$ cat src/sv/wsfd_pkg.sv
// ----------------------------------------------------------------------------
// wsfd_pkg
// types and constants shared by the frame deframer modules
// ----------------------------------------------------------------------------
`default_nettype none
package wsfd_pkg;

  typedef enum logic [2:0] {
    PH_BASIC = 3'd0,
    PH_EXT   = 3'd1,
    PH_PAY   = 3'd2,
    PH_RECOV = 3'd3,
    PH_FATAL = 3'd4
  } phase_t;

  localparam logic [1:0] KIND_HDR = 2'd0;
  localparam logic [1:0] KIND_PAY = 2'd1;
  localparam logic [1:0] KIND_ERR = 2'd2;

  localparam logic [2:0] ERR_NONE     = 3'd0;
  localparam logic [2:0] ERR_RSV_BIT  = 3'd1;
  localparam logic [2:0] ERR_RSV_OP   = 3'd2;
  localparam logic [2:0] ERR_CTRL_BIG = 3'd3;
  localparam logic [2:0] ERR_FRAG_CTL = 3'd4;
  localparam logic [2:0] ERR_NONMIN   = 3'd5;
  localparam logic [2:0] ERR_LIMIT    = 3'd6;
  localparam logic [2:0] ERR_DEGRADED = 3'd7;

  localparam logic [7:0] CLOSE_BYTE = 8'h88;
  localparam logic [6:0] LEN_16     = 7'd126;
  localparam logic [6:0] LEN_64     = 7'd127;
  localparam logic [3:0] OP_BINARY  = 4'h2;
  localparam logic [3:0] OP_CLOSE   = 4'h8;
  localparam logic [3:0] OP_PONG    = 4'hA;
  localparam logic [31:0] LIMIT_RESET = 32'd1048576;

  typedef struct packed {
    logic [1:0]  kind;
    logic [7:0]  data_byte;
    logic [3:0]  opcode;
    logic        fin_bit;
    logic        was_masked;
    logic [31:0] payload_length;
    logic        frame_end;
    logic [2:0]  error_code;
    logic        fatal;
  } result_t;

endpackage
`default_nettype wire

$ cat src/sv/wsfd_if.sv
// ----------------------------------------------------------------------------
// wsfd byte and result channel interfaces
// valid/ready channels for input bytes and results
// ----------------------------------------------------------------------------
`default_nettype none
interface wsfd_byte_if;
  logic       valid;
  logic       ready;
  logic [7:0] in_byte;
  modport source (output valid, output in_byte, input ready);
  modport sink (input valid, input in_byte, output ready);
endinterface

interface wsfd_res_if;
  logic        valid;
  logic        ready;
  logic [1:0]  kind;
  logic [7:0]  data_byte;
  logic [3:0]  opcode;
  logic        fin_bit;
  logic        was_masked;
  logic [31:0] payload_length;
  logic        frame_end;
  logic [2:0]  error_code;
  logic        fatal;
  modport source (output valid, output kind, output data_byte, output opcode,
                  output fin_bit, output was_masked, output payload_length,
                  output frame_end, output error_code, output fatal, input ready);
  modport sink (input valid, input kind, input data_byte, input opcode,
                input fin_bit, input was_masked, input payload_length,
                input frame_end, input error_code, input fatal, output ready);
endinterface
`default_nettype wire

$ cat src/sv/ws_frame_deframer_unit.sv
// result path: a result enters the result queue when its byte is taken
// throughput: one byte per cycle while the result channel keeps up; the
//   two-entry result queue decouples the parser from the result channel
// reset: synchronous active-low rst_n returns to the basic header phase,
//   clears the degraded mark and the queue, and loads the limit 1048576
// ----------------------------------------------------------------------------
// ws_frame_deframer_unit
// frame deframer top level: parser front, result queue back
// ----------------------------------------------------------------------------
`default_nettype none
module ws_frame_deframer_unit #(
  parameter int LENGTH_BITS = 32
) (
  input  wire logic        clk,
  input  wire logic        rst_n,
  input  wire logic        cfg_we,
  input  wire logic [31:0] cfg_wdata,
  wsfd_byte_if.sink        in_ch,
  wsfd_res_if.source       out_ch
);

  logic [31:0] limit_r;
  logic        room;
  logic        res_valid;
  wsfd_pkg::result_t res;

  always_ff @(posedge clk) begin
    if (!rst_n) limit_r <= wsfd_pkg::LIMIT_RESET;
    else if (cfg_we) limit_r <= cfg_wdata;
  end

  assign in_ch.ready = room;

  wsfd_parser #(.LENGTH_BITS(LENGTH_BITS)) u_parser (
    .clk(clk), .rst_n(rst_n),
    .byte_valid(in_ch.valid && room),
    .byte_in(in_ch.in_byte),
    .limit(limit_r),
    .res(res),
    .res_valid(res_valid)
  );

  wsfd_queue u_queue (
    .clk(clk), .rst_n(rst_n),
    .push(res_valid),
    .push_data(res),
    .has_room(room),
    .res_ch(out_ch)
  );

endmodule
`default_nettype wire

$ cat src/sv/wsfd_parser.sv
// ----------------------------------------------------------------------------
// wsfd_parser
// front part: header collection, checks, payload unmasking, one byte a cycle
// ----------------------------------------------------------------------------
`default_nettype none
module wsfd_parser #(
  parameter int LENGTH_BITS = 32
) (
  input  wire logic                    clk,
  input  wire logic                    rst_n,
  input  wire logic                    byte_valid,
  input  wire logic [7:0]              byte_in,
  input  wire logic [31:0]             limit,
  output wsfd_pkg::result_t            res,
  output logic                         res_valid
);

  wsfd_pkg::phase_t phase_r, phase_nxt;
  logic [7:0]  b0_r, b0_nxt, b1_r, b1_nxt;
  logic [63:0] ext_r, ext_nxt;
  logic [7:0]  key_r [4];
  logic [3:0]  cnt_r, cnt_nxt;
  logic [63:0] left_r, left_nxt;
  logic [1:0]  kidx_r, kidx_nxt;
  logic        degr_r, degr_nxt;

  // header bytes of the current header (byte0 may come from this beat)
  logic [7:0]  h0, h1;
  logic [6:0]  s7;
  logic [3:0]  hlen;
  logic [63:0] ext_shift;
  logic [63:0] len64;
  logic [3:0]  op;
  logic        ctrl;
  logic [2:0]  bcode;
  logic        key_wr;
  logic [1:0]  key_sel;

  always_comb begin
    h0 = (phase_r == wsfd_pkg::PH_BASIC && cnt_r[0] == 1'b0) ? byte_in : b0_r;
    h1 = (phase_r == wsfd_pkg::PH_BASIC) ? byte_in : b1_r;
    s7 = h1[6:0];
    hlen = 4'd2 + (h1[7] ? 4'd4 : 4'd0) + ((s7 == wsfd_pkg::LEN_16) ? 4'd2 :
           (s7 == wsfd_pkg::LEN_64) ? 4'd8 : 4'd0);
    op = h0[3:0];
    ctrl = op >= wsfd_pkg::OP_CLOSE;
    if (s7 > 7'd125 && ctrl) bcode = wsfd_pkg::ERR_CTRL_BIG;
    else if (h0[6:4] != 3'd0) bcode = wsfd_pkg::ERR_RSV_BIT;
    else if ((op > wsfd_pkg::OP_BINARY && op < wsfd_pkg::OP_CLOSE) ||
             op > wsfd_pkg::OP_PONG) bcode = wsfd_pkg::ERR_RSV_OP;
    else if (ctrl && !h0[7]) bcode = wsfd_pkg::ERR_FRAG_CTL;
    else bcode = wsfd_pkg::ERR_NONE;
    ext_shift = {ext_r[55:0], byte_in};
  end

  always_comb begin
    logic [63:0] len;
    logic [2:0]  code;
    logic        do_finish;
    logic [3:0]  cnt1;
    logic        ext_byte;
    phase_nxt = phase_r;
    b0_nxt = b0_r;
    b1_nxt = b1_r;
    ext_nxt = ext_r;
    cnt_nxt = cnt_r;
    left_nxt = left_r;
    kidx_nxt = kidx_r;
    degr_nxt = degr_r;
    res = '0;
    res.opcode = h0[3:0];
    res.fin_bit = h0[7];
    res.was_masked = h1[7];
    res_valid = 1'b0;
    key_wr = 1'b0;
    key_sel = 2'd0;
    len = '0;
    code = wsfd_pkg::ERR_NONE;
    do_finish = 1'b0;
    cnt1 = cnt_r + 4'd1;
    ext_byte = 1'b0;
    len64 = '0;
    if (byte_valid) begin
      unique case (phase_r)
        wsfd_pkg::PH_BASIC: begin
          cnt_nxt = cnt1;
          if (cnt_r[0] == 1'b0) begin
            b0_nxt = byte_in;
          end else begin
            b1_nxt = byte_in;
            if (bcode != wsfd_pkg::ERR_NONE) code = bcode;
            else if (hlen > 4'd2) phase_nxt = wsfd_pkg::PH_EXT;
            else do_finish = 1'b1;
          end
        end
        wsfd_pkg::PH_EXT: begin
          cnt_nxt = cnt1;
          // extended length bytes first, then key bytes
          if (cnt1 <= hlen - (b1_r[7] ? 4'd4 : 4'd0)) begin
            ext_byte = 1'b1;
            ext_nxt = ext_shift;
          end else begin
            key_wr = 1'b1;
            key_sel = 2'(cnt_r - (hlen - 4'd4));
          end
          if (cnt1 == hlen) do_finish = 1'b1;
        end
        wsfd_pkg::PH_PAY: begin
          res_valid = 1'b1;
          res.kind = wsfd_pkg::KIND_PAY;
          res.data_byte = b1_r[7] ? (byte_in ^ key_r[kidx_r]) : byte_in;
          kidx_nxt = kidx_r + 2'd1;
          left_nxt = left_r - 64'd1;
          if (left_r == 64'd1) begin
            res.frame_end = 1'b1;
            degr_nxt = 1'b0;
            phase_nxt = wsfd_pkg::PH_BASIC;
            cnt_nxt = '0;
          end
        end
        wsfd_pkg::PH_RECOV: begin
          if (byte_in == wsfd_pkg::CLOSE_BYTE) begin
            b0_nxt = byte_in;
            cnt_nxt = 4'd1;
            phase_nxt = wsfd_pkg::PH_BASIC;
          end
        end
        default: begin
        end
      endcase
      if (do_finish) begin
        len64 = ext_byte ? ext_shift : ext_r;
        if (s7 == wsfd_pkg::LEN_16) begin
          len = {48'd0, len64[15:0]};
          if (len < 64'd126) code = wsfd_pkg::ERR_NONMIN;
        end else if (s7 == wsfd_pkg::LEN_64) begin
          len = len64;
          if (len <= 64'hFFFF) code = wsfd_pkg::ERR_NONMIN;
        end else begin
          len = {57'd0, s7};
        end
        if (code == wsfd_pkg::ERR_NONE &&
            ((len >> LENGTH_BITS) != 64'd0 || len > {32'd0, limit}))
          code = wsfd_pkg::ERR_LIMIT;
        if (code == wsfd_pkg::ERR_NONE) begin
          res_valid = 1'b1;
          res.kind = wsfd_pkg::KIND_HDR;
          res.payload_length = len[31:0];
          left_nxt = len;
          kidx_nxt = '0;
          cnt_nxt = '0;
          ext_nxt = '0;
          if (len == 64'd0) begin
            res.frame_end = 1'b1;
            degr_nxt = 1'b0;
            phase_nxt = wsfd_pkg::PH_BASIC;
          end else begin
            phase_nxt = wsfd_pkg::PH_PAY;
          end
        end
      end
      if (code != wsfd_pkg::ERR_NONE) begin
        res_valid = 1'b1;
        res.kind = wsfd_pkg::KIND_ERR;
        res.fatal = (code == wsfd_pkg::ERR_LIMIT) || degr_r;
        res.error_code = (code != wsfd_pkg::ERR_LIMIT && degr_r) ?
                         wsfd_pkg::ERR_DEGRADED : code;
        cnt_nxt = '0;
        left_nxt = '0;
        kidx_nxt = '0;
        ext_nxt = '0;
        if (res.fatal) phase_nxt = wsfd_pkg::PH_FATAL;
        else begin
          phase_nxt = wsfd_pkg::PH_RECOV;
          degr_nxt = 1'b1;
        end
      end
    end
  end

  always_ff @(posedge clk) begin
    if (!rst_n) begin
      phase_r <= wsfd_pkg::PH_BASIC;
      cnt_r <= '0;
      left_r <= '0;
      kidx_r <= '0;
      degr_r <= 1'b0;
      ext_r <= '0;
    end else begin
      phase_r <= phase_nxt;
      cnt_r <= cnt_nxt;
      left_r <= left_nxt;
      kidx_r <= kidx_nxt;
      degr_r <= degr_nxt;
      ext_r <= ext_nxt;
    end
  end

  always_ff @(posedge clk) begin
    b0_r <= b0_nxt;
    b1_r <= b1_nxt;
    if (key_wr) key_r[key_sel] <= byte_in;
  end

endmodule
`default_nettype wire

$ cat src/sv/wsfd_queue.sv
// ----------------------------------------------------------------------------
// wsfd_queue
// back part: two-entry result queue driving the result channel
// ----------------------------------------------------------------------------
`default_nettype none
module wsfd_queue (
  input  wire logic              clk,
  input  wire logic              rst_n,
  input  wire logic              push,
  input  wire wsfd_pkg::result_t push_data,
  output logic                   has_room,
  wsfd_res_if.source             res_ch
);

  wsfd_pkg::result_t mem_r [2];
  logic       wp_r, rp_r;
  logic [1:0] cnt_r, cnt_nxt;
  logic       pop;

  assign pop = res_ch.valid && res_ch.ready;
  assign has_room = (cnt_r != 2'd2) || pop;
  assign cnt_nxt = cnt_r + {1'b0, push} - {1'b0, pop};

  always_ff @(posedge clk) begin
    if (!rst_n) begin
      wp_r <= 1'b0;
      rp_r <= 1'b0;
      cnt_r <= '0;
    end else begin
      if (push) wp_r <= ~wp_r;
      if (pop) rp_r <= ~rp_r;
      cnt_r <= cnt_nxt;
    end
  end

  always_ff @(posedge clk) begin
    if (push) mem_r[wp_r] <= push_data;
  end

  wsfd_pkg::result_t head;
  assign head = mem_r[rp_r];
  assign res_ch.valid = cnt_r != 2'd0;
  assign res_ch.kind = head.kind;
  assign res_ch.data_byte = head.data_byte;
  assign res_ch.opcode = head.opcode;
  assign res_ch.fin_bit = head.fin_bit;
  assign res_ch.was_masked = head.was_masked;
  assign res_ch.payload_length = head.payload_length;
  assign res_ch.frame_end = head.frame_end;
  assign res_ch.error_code = head.error_code;
  assign res_ch.fatal = head.fatal;

endmodule
`default_nettype wire

$ cat src/flat_wrapper.sv
// flat-port wrapper written by rule: the top's interface ports become plain ports
module ws_frame_deframer_unit_flat 
#(
  parameter int LENGTH_BITS = 32
)
  (clk, rst_n, cfg_we, cfg_wdata, in_ch_valid, in_ch_in_byte, in_ch_ready, out_ch_valid, out_ch_kind, out_ch_data_byte, out_ch_opcode, out_ch_fin_bit, out_ch_was_masked, out_ch_payload_length, out_ch_frame_end, out_ch_error_code, out_ch_fatal, out_ch_ready);
  wsfd_byte_if in_ch_i ();
  wsfd_res_if out_ch_i ();
  input  wire logic clk;
  input  wire logic rst_n;
  input  wire logic cfg_we;
  input  wire logic [31:0] cfg_wdata;
  input wire logic [$bits(in_ch_i.valid)-1:0] in_ch_valid;
  input wire logic [$bits(in_ch_i.in_byte)-1:0] in_ch_in_byte;
  output wire logic [$bits(in_ch_i.ready)-1:0] in_ch_ready;
  output wire logic [$bits(out_ch_i.valid)-1:0] out_ch_valid;
  output wire logic [$bits(out_ch_i.kind)-1:0] out_ch_kind;
  output wire logic [$bits(out_ch_i.data_byte)-1:0] out_ch_data_byte;
  output wire logic [$bits(out_ch_i.opcode)-1:0] out_ch_opcode;
  output wire logic [$bits(out_ch_i.fin_bit)-1:0] out_ch_fin_bit;
  output wire logic [$bits(out_ch_i.was_masked)-1:0] out_ch_was_masked;
  output wire logic [$bits(out_ch_i.payload_length)-1:0] out_ch_payload_length;
  output wire logic [$bits(out_ch_i.frame_end)-1:0] out_ch_frame_end;
  output wire logic [$bits(out_ch_i.error_code)-1:0] out_ch_error_code;
  output wire logic [$bits(out_ch_i.fatal)-1:0] out_ch_fatal;
  input wire logic [$bits(out_ch_i.ready)-1:0] out_ch_ready;
  assign in_ch_i.valid = in_ch_valid;
  assign in_ch_i.in_byte = in_ch_in_byte;
  assign in_ch_ready = in_ch_i.ready;
  assign out_ch_valid = out_ch_i.valid;
  assign out_ch_kind = out_ch_i.kind;
  assign out_ch_data_byte = out_ch_i.data_byte;
  assign out_ch_opcode = out_ch_i.opcode;
  assign out_ch_fin_bit = out_ch_i.fin_bit;
  assign out_ch_was_masked = out_ch_i.was_masked;
  assign out_ch_payload_length = out_ch_i.payload_length;
  assign out_ch_frame_end = out_ch_i.frame_end;
  assign out_ch_error_code = out_ch_i.error_code;
  assign out_ch_fatal = out_ch_i.fatal;
  assign out_ch_i.ready = out_ch_ready;
  ws_frame_deframer_unit #(.LENGTH_BITS(LENGTH_BITS)) u_core (.clk(clk), .rst_n(rst_n), .cfg_we(cfg_we), .cfg_wdata(cfg_wdata), .in_ch(in_ch_i), .out_ch(out_ch_i));
endmodule
$ cat config.mk
export PLATFORM = sky130hd
export DESIGN_NAME = ws_frame_deframer_unit_flat
export DESIGN_NICKNAME = d
export VERILOG_FILES = /design/src/sv/wsfd_pkg.sv /design/src/sv/wsfd_if.sv /design/src/sv/ws_frame_deframer_unit.sv /design/src/sv/wsfd_parser.sv /design/src/sv/wsfd_queue.sv /design/src/flat_wrapper.sv
export SDC_FILE = /design/constraint.sdc
export NUM_CORES = 1
export LEC_CHECK = 0
export BUFFER_PORTS_ARGS = -buffer_cell sky130_fd_sc_hd__buf_2
export CAP_MARGIN = 20
export CELL_PAD_IN_SITES_DETAIL_PLACEMENT = 1
export CELL_PAD_IN_SITES_GLOBAL_PLACEMENT = 1
export CORE_AREA = 2 2 178 311
export CTS_CLUSTER_DIAMETER = 150
export DETAILED_ROUTE_END_ITERATION = 6
export DIE_AREA = 0 0 180 313
export PLACE_DENSITY = 0.55
export RECOVER_POWER = 100
export SYNTH_ARGS = -nofsm -noshare
export SYNTH_HDL_FRONTEND = slang
export SYNTH_SLANG_ARGS = --single-unit
$ cat constraint.sdc
create_clock -name clk -period 13.85 [get_ports clk]
set_input_delay 1.385 -clock clk [delete_from_list [all_inputs] [get_ports clk]]
set_output_delay 1.385 -clock clk [all_outputs]
set_load 0.02 [all_outputs]
==> results.sh, run 1 <==
export IMPL_run_status="finished with violations"
export IMPL_failing_checks="capacitance limit, slew limit"
export IMPL_postCtsSetupRepairBufs=0
export IMPL_grt_overflow_total=0
export IMPL_yosysUniqueCellTypes=74
export IMPL_number_of_top_level_design_ports=100
export IMPL_multi_input_comb_area_mm2=0.00728
export IMPL_synth_area_mm2=0.0160
export IMPL_grt_max_degree=83
export IMPL_drc=0
export IMPL_setup_total_negative_slack_ns=0
export IMPL_worst_margin_slew_ns=4.17
export IMPL_ir_drop_mv=0.108
export IMPL_fp_row_count=113
export IMPL_sort_of_element_at_the_end_of_the_critical_path="register"
export IMPL_synth_yosys_seq_area_share_pct=51.0
export IMPL_fmax_ghz=0.101
export IMPL_preCtsSetupSlack_ns=5.08
export IMPL_critPathLaunchType="input pin"
export IMPL_insertedDiodeCount=0
export IMPL_dieArea_mm2=0.0563
export IMPL_syn2layout_area_growth_pct=14.8
export IMPL_post_route_min_period_ns=9.87
export IMPL_tritoncts="built"
export IMPL_grt_setup_unrepaired="false"
export IMPL_postCtsHoldBufs=0
export IMPL_yosys_register_bits=331
export IMPL_ys_dominant_reg_cell="sky130_fd_sc_hd__dfxtp_1"
export IMPL_clockBufferDepth=3
export IMPL_p_leak_uw=0.00651
export IMPL_htree_num_levels=2
export IMPL_min_delay_path_class="register to register"
export IMPL_number_of_enable_type_register_cells_in_the_synthesized_netlist=154
export IMPL_crit_required_ns=14.18
export IMPL_final_net_count=1803
export IMPL_worstPathMaxFanout=29
export IMPL_post_synth_inst_count=1629
export IMPL_via_count_of_the_first_global_routing_pass=13800
export IMPL_report_final_hold_viol_count=0
export IMPL_vias=13100
export IMPL_post_drt_wl_per_cell_um=24.1
export IMPL_placedInstanceArea_mm2=0.0174
export IMPL_finish_instance_area_mm2=0.0184
export IMPL_die_width_um=180
export IMPL_routed_wl_mm=58.6
export IMPL_nFillCells=6128
export IMPL_initial_antenna_violation_count=0
export IMPL_timing_final_crit_share_pct=71.2
export IMPL_vias_per_cell=5.37
export IMPL_vertical_extent_of_the_die_um=313
export IMPL_dr_pass1_iters=5
export IMPL_timing_setup_critical_path_class="input pin to register"
export IMPL_final_setup_viol_count=0
export IMPL_synth_async_reset_ratio_pct=0
export IMPL_first_iter_violations=734
export IMPL_finalWorstSetupSlack_ns=3.98
export IMPL_syn_area_per_cell_um2=9.84
export IMPL_drive_above_1_share_pct=11.4
export IMPL_routabilityCongestion=0.893
export IMPL_starting_density_of_the_core_pct=29.7
export IMPL_design_core_area_mm2=0.0539
export IMPL_total_cts_buffers=37
export IMPL_detail_route_antenna_nets=0
export IMPL_synth_fp_nets=1714
export IMPL_cp_arrival_ns=10.20
export IMPL_post_cts_resize_count=0
export IMPL_power_density_mw_per_mm2=154
export IMPL_finClkSkew_ns=0.0386
export IMPL_insertion_delay_ns=0.56
export IMPL_clkSlewWorstSetupHoldPaths_ns=0.06
export IMPL_clkSinkCount=331
export IMPL_maxSlewHeadroom_pct=-178
export IMPL_area_sequential_mm2=0.00817
export IMPL_reported_max_cap_violation_count=11
export IMPL_final_max_slew_violation_count=456
export IMPL_port_buffers=99
export IMPL_detailedPlacementHpwl_mm=41.9
export IMPL_synthesis_yosys_warnings=0
export IMPL_clk_root_buffer_cell="sky130_fd_sc_hd__clkbuf_16"
export IMPL_grt_pass1_wl_mm=88.0
export IMPL_gr_usage_all_layers_pct=20.5
## layer usage
metal  GRT usage (%)  part of all wire, %
met5               0                    0
met3            2.16                  2.7
met1            22.7                   39
met4            10.6                  5.4
met2            38.3                   53
## placed cells by master, fill, tap and decap left out, drive strengths merged, types with 17 or more instances in the layout
| cell | synthesis | routed |
|---|---|---|
| mux2i | 52 | 52 |
| clkbuf | 72 | 108 |
| nor4 | 34 | 34 |
| dfxtp | 177 | 177 |
| o22ai | 23 | 23 |
| ha | 40 | 40 |
| nor2 | 108 | 108 |
| nor2b | 48 | 48 |
| edfxtp | 154 | 154 |
| buf | 16 | 79 |
| mux2 | 58 | 58 |
| nand4 | 22 | 22 |
| and3 | 17 | 17 |
| or4 | 18 | 18 |
| nand2 | 216 | 216 |
| o21ai | 72 | 72 |
| a21oi | 148 | 148 |
| nor3 | 72 | 72 |
| inv | 56 | 57 |
| nand3 | 31 | 31 |
## synthesized netlist by cell type, types with 31 or more instances
cell | instances | area [um2]
sky130_fd_sc_hd__o21ai_0 | 70 | 350
sky130_fd_sc_hd__nand2_1 | 216 | 811
sky130_fd_sc_hd__mux2i_1 | 52 | 521
sky130_fd_sc_hd__mux2_2 | 58 | 653
sky130_fd_sc_hd__nor3_1 | 63 | 315
sky130_fd_sc_hd__nand3_1 | 31 | 155
sky130_fd_sc_hd__clkbuf_1 | 72 | 270
sky130_fd_sc_hd__nor4_1 | 31 | 194
sky130_fd_sc_hd__a21oi_1 | 148 | 741
sky130_fd_sc_hd__edfxtp_1 | 154 | 4620
sky130_fd_sc_hd__nor2_1 | 108 | 405
sky130_fd_sc_hd__nor2b_1 | 48 | 300
sky130_fd_sc_hd__dfxtp_1 | 177 | 3540
sky130_fd_sc_hd__ha_1 | 40 | 500
sky130_fd_sc_hd__inv_1 | 56 | 210
## worst paths after layout
path / start / end / slack, ns / cells past startpoint
hold reg to reg: u_core.u_parser.ext_r[59] / u_core.u_parser.ext_r[59] / 0.46 / 2
setup / recovery: in_ch_in_byte[1] / u_core.u_queue.mem_r[1][24] / 3.98 / 23
setup reg to reg: u_core.u_parser.phase_r[2] / u_core.u_queue.mem_r[1][24] / 4.27 / 24
hold / removal: u_core.u_parser.ext_r[59] / u_core.u_parser.ext_r[59] / 0.46 / 2
## state kept, by name (all words and copies together) (netlist names), named ones only
signal / flops
u_core.u_queue.mem_r: 106
u_core.u_parser.ext_r: 64
u_core.u_parser.left_r: 64
u_core.limit_r: 32
u_core.u_parser.key_r: 32
u_core.u_parser.b0_r: 8
u_core.u_parser.b1_r: 8
u_core.u_parser.cnt_r: 4
u_core.u_parser.phase_r: 3
u_core.u_parser.kidx_r: 2
u_core.u_queue.cnt_r: 2
u_core.u_parser.degr_r: 1
u_core.u_queue.rp_r: 1
u_core.u_queue.wp_r: 1
## report_power, final
part / switching, uW / internal (uW) / total (uW)
Sequential: 45.2 / 1090 / 1130
Clock: 426 / 575 / 1000
Combinational: 468 / 227 / 695
## critical path, stage by stage
cell	delay (ns)
sky130_fd_sc_hd__clkbuf_1	0.53
sky130_fd_sc_hd__nand4_1	0.33
sky130_fd_sc_hd__nor3_1	0.34
sky130_fd_sc_hd__nor2_1	0.09
sky130_fd_sc_hd__clkbuf_1	0.50
sky130_fd_sc_hd__o21ai_0	0.36
sky130_fd_sc_hd__a21oi_1	0.10
sky130_fd_sc_hd__ha_1	0.31
sky130_fd_sc_hd__and3b_1	0.18
sky130_fd_sc_hd__o21ai_0	0.24
sky130_fd_sc_hd__nand2_1	0.14
sky130_fd_sc_hd__clkbuf_1	1.38
sky130_fd_sc_hd__mux2i_1	0.80
sky130_fd_sc_hd__nor2_1	0.17
sky130_fd_sc_hd__ha_1	0.37
sky130_fd_sc_hd__nand4_1	0.15
sky130_fd_sc_hd__or4_1	0.59
sky130_fd_sc_hd__and3b_1	0.27
sky130_fd_sc_hd__a2bb2oi_1	0.26
sky130_fd_sc_hd__a21boi_0	0.35
sky130_fd_sc_hd__nor3_4	0.23
sky130_fd_sc_hd__nand2_1	0.58
sky130_fd_sc_hd__nor3_1	0.49
## through the flow
stage | hold WS, ns | cells | power (uW) | utilization, %
after floorplan | 0.436 | 1629 | 1600 | -
after global placement | 0.448 | 2367 | 1850 | 32.2
after detailed placement | 0.452 | 2367 | 1860 | 32.2
after CTS | 0.461 | 2433 | 2880 | 34.5
after global routing | 0.486 | 2435 | 2960 | 34.2
final | 0.458 | 2435 | 2830 | 34.2
## kinds of logic (layout without fill, tap and decap cells)
| logic type | Yosys count | in the layout | synth area share [%] |
|---|---|---|---|
| xor gates and xnor gates | 19 | 19 | 1.04 |
| muxes | 118 | 118 | 8.45 |
| DFF | 331 | 331 | 51.0 |
| and+or+nand+nor | 621 | 621 | 19.3 |
| AOI/OAI and AO/OA | 355 | 355 | 13.5 |
| adders and majority gates | 41 | 41 | 3.19 |
| buffers and inverters | 144 | 260 | 3.53 |
## final cells by class
type | count | share of cell area (%)
Clock buffer | 49 | 5.50
Clock inverter | 17 | 1.03
Inverter | 56 | 1.14
Multi-Input combinational cell | 1154 | 39.6
Sequential cell | 331 | 44.4
Tap cell | 690 | 4.69
Timing Repair Buffer | 138 | 3.65
Power figures use the tool's default switching activity.
==> run 2: changes to the inputs <==
--- a/config.mk
+++ b/config.mk
@@ -13,7 +13,7 @@
 export CTS_CLUSTER_DIAMETER = 150
 export DETAILED_ROUTE_END_ITERATION = 6
 export DIE_AREA = 0 0 180 313
-export PLACE_DENSITY = 0.55
+export PLACE_DENSITY = 0.57
 export RECOVER_POWER = 100
 export SYNTH_ARGS = -nofsm -noshare
 export SYNTH_HDL_FRONTEND = slang
==> constraint.sdc (replaced) <==
create_clock -name clk -period 8.97 [get_ports clk]
set_input_delay 0.897 -clock clk [delete_from_list [all_inputs] [get_ports clk]]
set_output_delay 0.897 -clock clk [all_outputs]
set_load 0.02 [all_outputs]
==> run 2 against run 1 <==
  * The run still ends with capacitance limit, slew limit left
  * Sequential share of layout area is 0.19 points higher
  * Sequential power is 55% higher
  * Sequential cell count stayed put
  * Clock-buffer cell count is 6 lower
  * Cell count stayed put
  * Clock skew is 0.024 ns lower
  * Wire length is 0.13% higher
  * Via count is 0.21% higher
  * Setup slack worse by 3.5 ns
==> results.sh, run 2 (synthesis gave the netlist of run 1 again) <==
export IMPL_run_status="finished with violations"
export IMPL_failing_checks="capacitance limit, slew limit"
export IMPL_maxSlewHeadroom_pct=-160
export IMPL_insertion_delay_ns=0.54
export IMPL_timing_setup_critical_path_class="input pin to register"
export IMPL_design_core_area_mm2=0.0539
export IMPL_timing_critical_path_slowest_stage_cell="sky130_fd_sc_hd__o21ai_0"
export IMPL_die_width_um=180
export IMPL_final_setup_viol_count=0
export IMPL_largest_register_ff_count=106
export IMPL_vertical_extent_of_the_die_um=313
export IMPL_detailedPlacementHpwl_mm=42.8
export IMPL_hold_slack_ns=0.453
export IMPL_routed_wl_mm=58.7
export IMPL_post_drt_wl_per_cell_um=24.1
export IMPL_critical_path_top_delay_family="compound AO/OA/AOI/OAI gates"
export IMPL_post_route_min_period_ns=8.52
export IMPL_drc=0
export IMPL_via_count_of_the_first_global_routing_pass=14100
export IMPL_grt_overflow_total=0
export IMPL_number_of_top_level_design_ports=100
export IMPL_intPower_uw=2820
export IMPL_first_iter_violations=763
export IMPL_fmax_ghz=0.117
export IMPL_timing_final_crit_share_pct=95.0
export IMPL_p_leak_uw=0.00649
export IMPL_vias_per_cell=5.38
export IMPL_worst_margin_slew_ns=3.89
export IMPL_layout_cells_most_common="sky130_fd_sc_hd__nand2_1"
export IMPL_grt_setup_unrepaired="false"
export IMPL_grt_max_degree=84
export IMPL_syn2layout_area_growth_pct=14.3
export IMPL_min_delay_path_class="register to register"
export IMPL_p_switching_uw=1430
export IMPL_tritoncts="built"
export IMPL_worstPathMaxFanout=35
export IMPL_report_final_hold_viol_count=0
export IMPL_initial_antenna_violation_count=1
export IMPL_setup_total_negative_slack_ns=0
export IMPL_ir_drop_mv=0.116
export IMPL_drive_above_1_share_pct=12.0
export IMPL_power_combinational_fraction_pct=25.3
export IMPL_clk_root_buffer_cell="sky130_fd_sc_hd__clkbuf_16"
export IMPL_power_share_switching_pct=33.6
export IMPL_clockPowerShare_pct=33.4
export IMPL_routabilityCongestion=0.885
export IMPL_crit_required_ns=9.24
export IMPL_reg_largest_list="u_core.u_queue.mem_r x106, u_core.u_parser.ext_r x64, u_core.u_parser.left_r x64"
export IMPL_postCtsHoldBufs=0
export IMPL_fp_row_count=113
export IMPL_cp_arrival_ns=8.80
export IMPL_power_density_mw_per_mm2=232
export IMPL_detail_route_antenna_nets=0
export IMPL_finClkSkew_ns=0.0146
export IMPL_slowest_delay_ns=0.72
export IMPL_htree_num_levels=2
export IMPL_dieArea_mm2=0.0563
export IMPL_crit_buf_inv=4
export IMPL_final_net_count=1803
export IMPL_clockBufferDepth=3
export IMPL_port_buffers=99
export IMPL_top_register="u_core.u_queue.mem_r"
export IMPL_vias=13100
export IMPL_clkSlewWorstSetupHoldPaths_ns=0.06
export IMPL_final_max_slew_violation_count=401
export IMPL_critPathLaunchType="input pin"
export IMPL_grt_pass1_wl_mm=88.8
export IMPL_sort_of_element_at_the_end_of_the_critical_path="register"
export IMPL_sequential_power_share_pct=41.3
export IMPL_postCtsSetupRepairBufs=0
export IMPL_gr_usage_all_layers_pct=20.6
export IMPL_clkSinkCount=331
export IMPL_worstPathCellList="clkbuf_1, or4b_1, and2_0, inv_1, xnor2_1, xnor2_1, ha_1, and3b_1, o21ai_0, nand2_1, buf_4, mux2i_1, nor2_1, ha_1, nand4_1, nor4_1, o21ai_0, a311o_1, a21boi_1, nor3_4, clkbuf_2, a22oi_1, o22ai_1"
export IMPL_starting_density_of_the_core_pct=29.7
export IMPL_dr_pass1_iters=5
export IMPL_reported_max_cap_violation_count=8
export IMPL_layout_common_cells="214 x sky130_fd_sc_hd__nand2_1, 176 x sky130_fd_sc_hd__dfxtp_1, 154 x sky130_fd_sc_hd__edfxtp_1"
export IMPL_total_cts_buffers=35
==> run 2: cell count changes in the layout (fill, tap and decap cells not counted), moves of 2 or more <==
cell	previous run	this run
sky130_fd_sc_hd__mux2_1	25	19
sky130_fd_sc_hd__buf_4	22	26
sky130_fd_sc_hd__bufinv_16	3	1
sky130_fd_sc_hd__clkinv_2	3	7
sky130_fd_sc_hd__mux2_2	33	39
sky130_fd_sc_hd__clkbuf_1	68	62
sky130_fd_sc_hd__clkbuf_2	0	5
sky130_fd_sc_hd__buf_2	57	52
sky130_fd_sc_hd__clkbuf_16	38	36
==> run 2: repair_timing <==
action	4_1_cts	5_1_grt
endpoints found under the hold margin	0	0
setup endpoints to repair	0	32
resized for setup	0	1
==> run 2: power groups by stage <==
stage | registers (uW) | logic, uW | clock network [uW]
finish | 1750 | 1070 | 1420
global route | 1760 | 1170 | 1510
CTS | 1750 | 1100 | 1460
detailed placement | 1780 | 1100 | 0
global placement | 1780 | 1090 | 0
floorplan | 1750 | 718 | 0
==> run 2: stage by stage <==
| stage | power (uW) | setup WS (ns) | std cells | area [um2] | util [%] |
|---|---|---|---|---|---|
| finish | 4240 | 0.445 | 2435 | 18300 | 34.0 |
| global route | 4440 | 0.0703 | 2435 | 18300 | 34.0 |
| CTS | 4310 | 0.447 | 2434 | 18500 | 34.3 |
| detailed placement | 2880 | 0.449 | 2371 | 17400 | 32.3 |
| global placement | 2860 | 0.663 | 2371 | 17400 | 32.3 |
| floorplan | 2470 | 1.97 | 1629 | 16000 | - |
==> run 2: worst min-delay path: cells and delay by family (launching register included) <==
kind | cells | cell delay, ns
flip-flops | 1 | 0.31
AND/OR/NAND/NOR | 1 | 0.05
AO/OA/AOI/OAI | 1 | 0.05
==> run 2: worst paths after layout <==
kind / start / cells after the start / end / slack (ns)
setup / recovery: in_ch_in_byte[7] / 23 / u_core.u_parser.left_r[26] / 0.45
hold / removal: u_core.u_parser.ext_r[62] / 2 / u_core.u_parser.ext_r[62] / 0.45
setup reg to reg: u_core.u_parser.phase_r[2] / 23 / u_core.u_parser.left_r[26] / 0.59
hold reg to reg: u_core.u_parser.ext_r[62] / 2 / u_core.u_parser.ext_r[62] / 0.45
==> run 2: metal layers <==
layer  share of wire [%]  wire (um)  up-vias  track usage, %
li1                    -          -     6132               -
met1                  37      21600     6492            21.7
met2                  53      31000      321            38.8
met3                 3.3       1950      164            2.47
met4                 7.0       4080        0            12.5
met5                   0          0        -               0
==> run 2: final cells by class <==
class | count | area [um2]
clock inverter | 20 | 145
antenna | 1 | 2.50
clock buffer | 43 | 947
inverter | 56 | 210
fill | 6167 | 35500
multi-input combinational | 1154 | 7290
sequential | 331 | 8170
tap | 690 | 863
timing repair buffer | 140 | 694
